--- src/rtl/rlpv_pkg.sv ---
// Shared types and constants for the resonant lowpass and decay amplifier block.
// Holds coefficient/length widths, configuration register indexes and the config struct.
// No dependencies.
package rlpv_pkg;

  localparam int COEF_BITS    = 16;
  localparam int COEF_FRAC    = 8;
  localparam int LEN_BITS     = 16;
  localparam int CFG_IDX_BITS = 2;

  localparam logic [CFG_IDX_BITS-1:0] REG_GAIN_B1   = 2'd0;
  localparam logic [CFG_IDX_BITS-1:0] REG_FB_A1     = 2'd1;
  localparam logic [CFG_IDX_BITS-1:0] REG_FB_A2     = 2'd2;
  localparam logic [CFG_IDX_BITS-1:0] REG_DECAY_LEN = 2'd3;

  typedef struct packed {
    logic signed [COEF_BITS-1:0] gain_b1;
    logic signed [COEF_BITS-1:0] fb_a1;
    logic signed [COEF_BITS-1:0] fb_a2;
    logic [LEN_BITS-1:0]         decay_length;
  } cfg_t;

endpackage

--- src/rtl/rlpv_front.sv ---
// Front end: two-entry request queue that accepts input samples with their gate bit.
// Decouples the push side from the arithmetic back end.
// Depends on nothing but the top level's DATA_BITS parameter.
module rlpv_front #(
  parameter int DATA_BITS = 8
) (
  input  logic                        clk_i,
  input  logic                        rst_ni,
  input  logic                        push_i,
  output logic                        full_o,
  input  logic signed [DATA_BITS-1:0] sample_in_i,
  input  logic                        gate_i,
  output logic                        item_valid_o,
  output logic signed [DATA_BITS-1:0] item_sample_o,
  output logic                        item_gate_o,
  input  logic                        item_take_i
);

  logic [DATA_BITS:0] mem_q [2];
  logic               wr_ptr_q, wr_ptr_d;
  logic               rd_ptr_q, rd_ptr_d;
  logic [1:0]         cnt_q, cnt_d;
  logic               wr_en, rd_en;

  assign full_o       = (cnt_q == 2'd2);
  assign item_valid_o = (cnt_q != 2'd0);
  assign wr_en        = push_i && !full_o;
  assign rd_en        = item_take_i && item_valid_o;

  assign item_sample_o = mem_q[rd_ptr_q][DATA_BITS:1];
  assign item_gate_o   = mem_q[rd_ptr_q][0];

  always_comb begin
    wr_ptr_d = wr_en ? !wr_ptr_q : wr_ptr_q;
    rd_ptr_d = rd_en ? !rd_ptr_q : rd_ptr_q;
    cnt_d    = cnt_q;
    if (wr_en && !rd_en) begin
      cnt_d = cnt_q + 2'd1;
    end else if (rd_en && !wr_en) begin
      cnt_d = cnt_q - 2'd1;
    end
  end

  always_ff @(posedge clk_i or negedge rst_ni) begin
    if (!rst_ni) begin
      wr_ptr_q <= 1'b0;
      rd_ptr_q <= 1'b0;
      cnt_q    <= 2'd0;
    end else begin
      wr_ptr_q <= wr_ptr_d;
      rd_ptr_q <= rd_ptr_d;
      cnt_q    <= cnt_d;
    end
  end

  always_ff @(posedge clk_i) begin
    if (wr_en) begin
      mem_q[wr_ptr_q] <= {sample_in_i, gate_i};
    end
  end

endmodule

--- src/rtl/rlpv_back.sv ---
// Back end: two-pole filter on one shared multiplier, saturation, decay envelope
// with a restoring divider, and the result register. Uses rlpv_pkg.
// The sequencer handles one request at a time.
module rlpv_back #(
  parameter int DATA_BITS = 8
) (
  input  logic                        clk_i,
  input  logic                        rst_ni,
  input  rlpv_pkg::cfg_t              cfg_i,
  input  logic                        item_valid_i,
  input  logic signed [DATA_BITS-1:0] item_sample_i,
  input  logic                        item_gate_i,
  output logic                        item_take_o,
  output logic                        empty_o,
  input  logic                        pop_i,
  output logic signed [DATA_BITS-1:0] sample_out_o
);

  localparam int PROD_BITS  = rlpv_pkg::COEF_BITS + DATA_BITS;
  localparam int ACC_BITS   = PROD_BITS + 2;
  localparam int LEN_BITS   = rlpv_pkg::LEN_BITS;
  localparam int NPROD_BITS = DATA_BITS + LEN_BITS;
  localparam int QBITS      = DATA_BITS - 1;
  localparam int STEP_BITS  = $clog2(DATA_BITS);

  localparam logic signed [ACC_BITS-1:0] Y_HI =
    (ACC_BITS'(1) <<< (DATA_BITS - 1)) - ACC_BITS'(1);
  localparam logic signed [ACC_BITS-1:0] Y_LO = -Y_HI - ACC_BITS'(1);

  localparam logic [2:0] ST_IDLE  = 3'd0;
  localparam logic [2:0] ST_MUL   = 3'd1;
  localparam logic [2:0] ST_SUM   = 3'd2;
  localparam logic [2:0] ST_SAT   = 3'd3;
  localparam logic [2:0] ST_VMUL  = 3'd4;
  localparam logic [2:0] ST_DLOAD = 3'd5;
  localparam logic [2:0] ST_DIV   = 3'd6;
  localparam logic [2:0] ST_OUT   = 3'd7;

  logic [2:0]                   state_q, state_d;
  logic [STEP_BITS-1:0]         step_q, step_d;
  logic signed [DATA_BITS-1:0]  x_q;
  logic                         gate_q;
  logic signed [DATA_BITS-1:0]  y1_q, y2_q, y_q;
  logic signed [PROD_BITS-1:0]  prod_q;
  logic signed [ACC_BITS-1:0]   acc_q;
  logic [LEN_BITS-1:0]          count_q, count_d;
  logic                         neg_q;
  logic [DATA_BITS-1:0]         mag_q;
  logic [LEN_BITS-1:0]          diff_q;
  logic [NPROD_BITS-1:0]        nprod_q;
  logic [LEN_BITS-1:0]          rem_q;
  logic [QBITS-1:0]             low_q;
  logic                         out_valid_q, out_valid_d;
  logic signed [DATA_BITS-1:0]  out_q;

  logic signed [rlpv_pkg::COEF_BITS-1:0] mul_coef;
  logic signed [DATA_BITS-1:0]           mul_opnd;
  logic signed [PROD_BITS-1:0]           mul_res;
  logic signed [ACC_BITS-1:0]            acc_shr;
  logic signed [DATA_BITS-1:0]           y_sat;
  logic [LEN_BITS-1:0]                   len_eff, cnt_clip;
  logic [LEN_BITS:0]                     div_shift, div_sub;
  logic                                  div_ge;
  logic [DATA_BITS-1:0]                  quot;
  logic signed [DATA_BITS-1:0]           res;
  logic                                  out_free;

  // Shared multiplier: one filter term per cycle.
  always_comb begin
    case (step_q[1:0])
      2'd0: begin
        mul_coef = cfg_i.gain_b1;
        mul_opnd = x_q;
      end
      2'd1: begin
        mul_coef = cfg_i.fb_a1;
        mul_opnd = y1_q;
      end
      default: begin
        mul_coef = cfg_i.fb_a2;
        mul_opnd = y2_q;
      end
    endcase
  end
  assign mul_res = mul_coef * mul_opnd;

  assign acc_shr = acc_q >>> rlpv_pkg::COEF_FRAC;
  assign y_sat   = (acc_shr > Y_HI) ? Y_HI[DATA_BITS-1:0] :
                   (acc_shr < Y_LO) ? Y_LO[DATA_BITS-1:0] : acc_shr[DATA_BITS-1:0];

  // A zero length behaves as one; a count above the length reads as the length.
  assign len_eff  = (cfg_i.decay_length == '0) ? LEN_BITS'(1) : cfg_i.decay_length;
  assign cnt_clip = (count_q < len_eff) ? count_q : len_eff;

  assign div_shift = {rem_q, low_q[QBITS-1]};
  assign div_sub   = div_shift - {1'b0, len_eff};
  assign div_ge    = (div_shift >= {1'b0, len_eff});

  assign quot     = {1'b0, low_q};
  assign res      = gate_q ? y_q : (neg_q ? -$signed(quot) : $signed(quot));
  assign out_free = !out_valid_q || pop_i;

  assign item_take_o  = (state_q == ST_IDLE) && item_valid_i;
  assign empty_o      = !out_valid_q;
  assign sample_out_o = out_q;

  always_comb begin
    state_d     = state_q;
    step_d      = step_q;
    count_d     = count_q;
    out_valid_d = out_valid_q && !pop_i;
    case (state_q)
      ST_IDLE: begin
        if (item_valid_i) begin
          state_d = ST_MUL;
          step_d  = '0;
        end
      end
      ST_MUL: begin
        if (step_q == STEP_BITS'(2)) begin
          state_d = ST_SUM;
          step_d  = '0;
        end else begin
          step_d = step_q + STEP_BITS'(1);
        end
      end
      ST_SUM: state_d = ST_SAT;
      ST_SAT: begin
        if (gate_q) begin
          count_d = LEN_BITS'(1);
          state_d = ST_OUT;
        end else begin
          count_d = (count_q >= len_eff) ? len_eff : count_q + LEN_BITS'(1);
          state_d = ST_VMUL;
        end
      end
      ST_VMUL: state_d = ST_DLOAD;
      ST_DLOAD: begin
        state_d = ST_DIV;
        step_d  = '0;
      end
      ST_DIV: begin
        if (step_q == STEP_BITS'(QBITS - 1)) begin
          state_d = ST_OUT;
          step_d  = '0;
        end else begin
          step_d = step_q + STEP_BITS'(1);
        end
      end
      ST_OUT: begin
        if (out_free) begin
          out_valid_d = 1'b1;
          state_d     = ST_IDLE;
        end
      end
      default: state_d = ST_IDLE;
    endcase
  end

  always_ff @(posedge clk_i or negedge rst_ni) begin
    if (!rst_ni) begin
      state_q     <= ST_IDLE;
      step_q      <= '0;
      count_q     <= LEN_BITS'(1);
      y1_q        <= '0;
      y2_q        <= '0;
      out_valid_q <= 1'b0;
    end else begin
      state_q     <= state_d;
      step_q      <= step_d;
      count_q     <= count_d;
      out_valid_q <= out_valid_d;
      if (state_q == ST_SAT) begin
        y1_q <= y_sat;
        y2_q <= y1_q;
      end
    end
  end

  always_ff @(posedge clk_i) begin
    case (state_q)
      ST_IDLE: begin
        x_q    <= item_sample_i;
        gate_q <= item_gate_i;
      end
      ST_MUL: begin
        prod_q <= mul_res;
        if (step_q == '0) begin
          acc_q <= '0;
        end else begin
          acc_q <= acc_q + ACC_BITS'(prod_q);
        end
      end
      ST_SUM: acc_q <= acc_q + ACC_BITS'(prod_q);
      ST_SAT: begin
        y_q    <= y_sat;
        neg_q  <= y_sat[DATA_BITS-1];
        mag_q  <= y_sat[DATA_BITS-1] ? DATA_BITS'(-y_sat) : DATA_BITS'(y_sat);
        diff_q <= len_eff - cnt_clip;
      end
      ST_VMUL: nprod_q <= NPROD_BITS'(mag_q) * NPROD_BITS'(diff_q);
      ST_DLOAD: begin
        // The quotient is below 2**(DATA_BITS-1), so the upper part is already below len.
        rem_q <= nprod_q[QBITS +: LEN_BITS];
        low_q <= nprod_q[QBITS-1:0];
      end
      ST_DIV: begin
        rem_q <= div_ge ? div_sub[LEN_BITS-1:0] : div_shift[LEN_BITS-1:0];
        low_q <= {low_q[QBITS-2:0], div_ge};
      end
      ST_OUT: begin
        if (out_free) begin
          out_q <= res;
        end
      end
      default: ;
    endcase
  end

endmodule

--- src/rtl/resonant_lowpass_and_decay_vca_top.sv ---
// Path: an accepted request first waits in the input queue; the sequencer then runs its
// multiply, sum and saturate states, and for a decaying request the envelope multiply,
// divider load and serial divide states, before it is written to the result register; the
// serial divider makes that path the longer one. The sequencer runs one request at a time;
// a two-entry input queue and a result register let both sides stall on their own.
// Reset (asynchronous, active low): coefficients and filter history clear, decay length
// and count go to 1 (fully decayed), both queues empty.
module resonant_lowpass_and_decay_vca_top #(
  parameter int DATA_BITS = 8
) (
  input  logic                                   clk_i,
  input  logic                                   rst_ni,
  input  logic                                   push,
  output logic                                   full,
  input  logic signed [DATA_BITS-1:0]            sample_in_i,
  input  logic                                   gate_i,
  output logic                                   empty,
  input  logic                                   pop,
  output logic signed [DATA_BITS-1:0]            sample_out_o,
  input  logic                                   cfg_we_i,
  input  logic [rlpv_pkg::CFG_IDX_BITS-1:0]      cfg_idx_i,
  input  logic [rlpv_pkg::COEF_BITS-1:0]         cfg_data_i
);

  rlpv_pkg::cfg_t cfg_q, cfg_d;

  logic                        item_valid, item_gate, item_take;
  logic signed [DATA_BITS-1:0] item_sample;

  always_comb begin
    cfg_d = cfg_q;
    if (cfg_we_i) begin
      case (cfg_idx_i)
        rlpv_pkg::REG_GAIN_B1:   cfg_d.gain_b1      = cfg_data_i;
        rlpv_pkg::REG_FB_A1:     cfg_d.fb_a1        = cfg_data_i;
        rlpv_pkg::REG_FB_A2:     cfg_d.fb_a2        = cfg_data_i;
        rlpv_pkg::REG_DECAY_LEN: cfg_d.decay_length = cfg_data_i;
        default: ;
      endcase
    end
  end

  always_ff @(posedge clk_i or negedge rst_ni) begin
    if (!rst_ni) begin
      cfg_q.gain_b1      <= '0;
      cfg_q.fb_a1        <= '0;
      cfg_q.fb_a2        <= '0;
      cfg_q.decay_length <= rlpv_pkg::LEN_BITS'(1);
    end else begin
      cfg_q <= cfg_d;
    end
  end

  rlpv_front #(
    .DATA_BITS(DATA_BITS)
  ) u_front (
    .clk_i        (clk_i),
    .rst_ni       (rst_ni),
    .push_i       (push),
    .full_o       (full),
    .sample_in_i  (sample_in_i),
    .gate_i       (gate_i),
    .item_valid_o (item_valid),
    .item_sample_o(item_sample),
    .item_gate_o  (item_gate),
    .item_take_i  (item_take)
  );

  rlpv_back #(
    .DATA_BITS(DATA_BITS)
  ) u_back (
    .clk_i        (clk_i),
    .rst_ni       (rst_ni),
    .cfg_i        (cfg_q),
    .item_valid_i (item_valid),
    .item_sample_i(item_sample),
    .item_gate_i  (item_gate),
    .item_take_o  (item_take),
    .empty_o      (empty),
    .pop_i        (pop),
    .sample_out_o (sample_out_o)
  );

endmodule

--- config.mk ---
export PLATFORM = sky130hd
export DESIGN_NAME = resonant_lowpass_and_decay_vca_top
export DESIGN_NICKNAME = d
export VERILOG_FILES = /design/src/rtl/rlpv_pkg.sv /design/src/rtl/rlpv_front.sv /design/src/rtl/rlpv_back.sv /design/src/rtl/resonant_lowpass_and_decay_vca_top.sv
export SDC_FILE = /design/constraint.sdc
export NUM_CORES = 1
export LEC_CHECK = 0
export BUFFER_PORTS_ARGS = -buffer_cell sky130_fd_sc_hd__buf_4
export CAP_MARGIN = 20
export CORE_UTILIZATION = 26
export DETAILED_ROUTE_END_ITERATION = 10
export GPL_ROUTABILITY_DRIVEN = 0
export PLACE_DENSITY = 0.45
export SYNTH_ARGS = -nofsm -noshare
export SYNTH_HDL_FRONTEND = slang
export SYNTH_SLANG_ARGS = --single-unit
--- constraint.sdc ---
create_clock -name clk_i -period 15.7 [get_ports clk_i]
set_clock_uncertainty 0.05 [all_clocks]
set_input_delay 2.355 -clock clk_i [delete_from_list [all_inputs] [get_ports clk_i]]
set_output_delay 2.355 -clock clk_i [all_outputs]
set_load 0.05 [all_outputs]
==> impl_metrics.env <==
export IMPL_yosysMostFrequentCell="inv_1"
export IMPL_crit_required_ns=16.05
export IMPL_cts_root_buf="clkbuf_16"
export IMPL_die_width_um=298
export IMPL_endpoint="u_back.prod_q[20]"
export IMPL_maxSlewViolCount=0
export IMPL_cts_max_level=2
export IMPL_worst_skew_pair_late_latency_ns=0.55
export IMPL_portBuffers=41
export IMPL_tns_ns=0
export IMPL_yosysSeqAreaShare=0.332
export IMPL_ys_async_sr_fraction=0.398
export IMPL_die_area_um2=88600
export IMPL_period_share=0.415
export IMPL_finalCriticalPeriod_ns=6.51
export IMPL_cts_resized_gates=0
export IMPL_avgRoutedWirePerCell_um=16.3
export IMPL_ff2ff_setup_slack_ns=9.19
export IMPL_chipHeight_um=298
export IMPL_r2r_cells=20
export IMPL_worst_pin_slew_ns=1.04
export IMPL_synth_flop_cell="edfxtp_1"
export IMPL_r2r_start="u_back.step_q[0]"
export IMPL_synth_fp_nets=2708
export IMPL_fmax_ghz=0.154
export IMPL_vias_per_cell=4.64
export IMPL_drt_total_wl_um=57200
export IMPL_syn_inst=2324
export IMPL_synth_edf_count=162
export IMPL_slew_headroom=0.302
export IMPL_worstHoldStart="u_back.y2_q[4]"
export IMPL_grt_max_degree=61
export IMPL_ys_top_cells_by_area="edfxtp_1 (21%), fa_1 (17%), dfrtp_1 (12%), ha_1 (9.0%), inv_1 (4.7%)"
export IMPL_criticalPathCategory="register to register"
export IMPL_area_growth_pct=11.9
export IMPL_synth_top_area_frac=0.214
export IMPL_drc=0
export IMPL_setup_worst_path_start="u_back.step_q[0]"
export IMPL_end_kind="register"
export IMPL_dpl_hpwl_um=44500
export IMPL_start_util=0.262
export IMPL_ios=42
export IMPL_rr_endpoint="u_back.prod_q[20]"
export IMPL_clk_path_buf_depth=3
export IMPL_status="finished clean"
export IMPL_synthTopCellsByCount="inv_1 (286), nand2_1 (227), nor2_1 (223)"
export IMPL_cts_made_buffers=34
export IMPL_rsz0062_at_grt="no"
export IMPL_fillers=8944
export IMPL_clkTransAtPathRegs_ns=0.06
export IMPL_globalRouteOverflowTotal=0
export IMPL_drt_iter0_markers=833
export IMPL_synth_distinct_cells=65
export IMPL_grt_pass1_wl_um=93400
export IMPL_final_layout_size_suffix_gt1_frac=0.0945
export IMPL_avgSynthCellArea_um2=9.78
export IMPL_routed_via_count=16302
export IMPL_synth_seq_cells=269
export IMPL_fin_nets=2720
export IMPL_cts_sinks=269
export IMPL_yosysWarningCount=0
export IMPL_setup_viol_count_final=0
export IMPL_rows=108
export IMPL_cts_setup_buffers=0
export IMPL_grt_pass1_vias=17101
export IMPL_hold_path_class="register to register"
export IMPL_ant_nets=0
export IMPL_cap_violations=0
export IMPL_critPathArrivalTime_ns=6.86
export IMPL_holdBufCountCts=0
export IMPL_yosys_area_top_type="edfxtp_1"
export IMPL_syn_area_um2=22700
export IMPL_grt_usage=0.131
export IMPL_firstDrtPassIters=5
export IMPL_antenna_found_initial=0
export IMPL_critPathMaxFanout=32
export IMPL_startpoint_type="register"
export IMPL_core_um2=86600
export IMPL_hold_viol_final=0
export IMPL_cts_tree="built"
placed cells by master, fill, tap and decap left out, drive strengths merged, types with 14 or more instances in the layout:
| cell | netlist | routed |
|---|---|---|
| a21o | 43 | 43 |
| a21oi | 138 | 138 |
| a31oi | 14 | 14 |
| and2 | 61 | 61 |
| and3 | 23 | 23 |
| buf | 9 | 62 |
| clkbuf | 77 | 44 |
| dfrtp | 105 | 105 |
| edfxtp | 162 | 162 |
| fa | 189 | 189 |
| ha | 163 | 163 |
| inv | 286 | 290 |
| mux2 | 78 | 78 |
| mux2i | 44 | 44 |
| nand2 | 227 | 227 |
| nand2b | 21 | 21 |
| nand3 | 19 | 19 |
| nor2 | 223 | 223 |
| nor2b | 28 | 28 |
| nor3 | 23 | 23 |
| nor3b | 17 | 17 |
| o21a | 24 | 24 |
| o21ai | 101 | 101 |
| o21bai | 14 | 14 |
| o2bb2ai | 15 | 15 |
| or2 | 15 | 15 |
| xnor2 | 60 | 60 |
| xor2 | 35 | 35 |
through the flow:
| step | setup slack [ns] | area [um^2] | utilization | cells | hold slack, ns |
|---|---|---|---|---|---|
| floorplan | 9.70 | 22700 | - | 2324 | 0.396 |
| global placement | 9.29 | 24300 | 0.281 | 3454 | 0.413 |
| detailed placement | 9.23 | 24300 | 0.281 | 3454 | 0.413 |
| finish | 9.19 | 25400 | 0.294 | 3516 | 0.430 |
| CTS | 9.16 | 25400 | 0.293 | 3513 | 0.432 |
| global route | 8.74 | 25400 | 0.293 | 3514 | 0.453 |
state kept, by name, indices dropped and copies added, names as in the netlist, 16 cells and up:
name	flops
cfg_q	64
u_back.nprod_q	23
u_back.acc_q	26
u_front.mem_q	18
u_back.rem_q	16
u_back.count_q	16
u_back.diff_q	16
u_back.prod_q	24
cells by family after synthesis:
group | Yosys count | share of synthesized area
compound gates | 416 | 0.113
xor+xnor | 95 | 0.0366
fa+ha+maj | 352 | 0.256
buf+inv | 373 | 0.0619
flops | 269 | 0.332
mux | 122 | 0.0580
simple gates | 697 | 0.142
layer usage:
metal	routed length, um	GRT usage	vias to the layer above
met2	28000	0.226	200
li1	-	-	7836
met3	1520	0.0165	56
met5	0	0	-
met1	26700	0.175	8210
met4	979	0.0291	0
worst max-delay path: stages, from the launching register on:
cell and delay (ns):
dfrtp_2 0.91, mux2i_1 0.26, nor2_1 0.05, a21oi_1 0.53
nand2b_1 0.16, fa_1 0.54, fa_1 0.55, inv_1 0.06
fa_1 0.53, inv_1 0.06, fa_1 0.53, inv_1 0.04
ha_1 0.34, o21a_1 0.20, o31a_1 0.13, o211ai_1 0.18
a21boi_1 0.12, a21bo_2 0.25, o31a_1 0.31, or4_1 0.41
nand3_1 0.10
worst min-delay path by stage:
stage	end	cells after the start
floorplan	u_back.y2_q[2]	2
global placement	u_back.y2_q[3]	2
detailed placement	u_back.y2_q[6]	2
CTS	u_back.y2_q[4]	2
global route	u_back.y2_q[2]	2
finish	u_back.y2_q[4]	2
area by class of cell:
type | count | area [um^2] | share of cell area
diodes | 2 | 5.00 | 0.000197
clock buffers | 44 | 928 | 0.0365
clock inverters | 15 | 151 | 0.00595
inverters | 287 | 1080 | 0.0424
multi-input cells | 1682 | 13800 | 0.543
flip-flops and latches | 269 | 7550 | 0.297
well taps | 1155 | 1450 | 0.0568
repair buffers | 62 | 469 | 0.0185
Power is left out: the tool's default activity adds up to more than one toggle a clock period on the data nets, which glitch-free logic cannot reach.
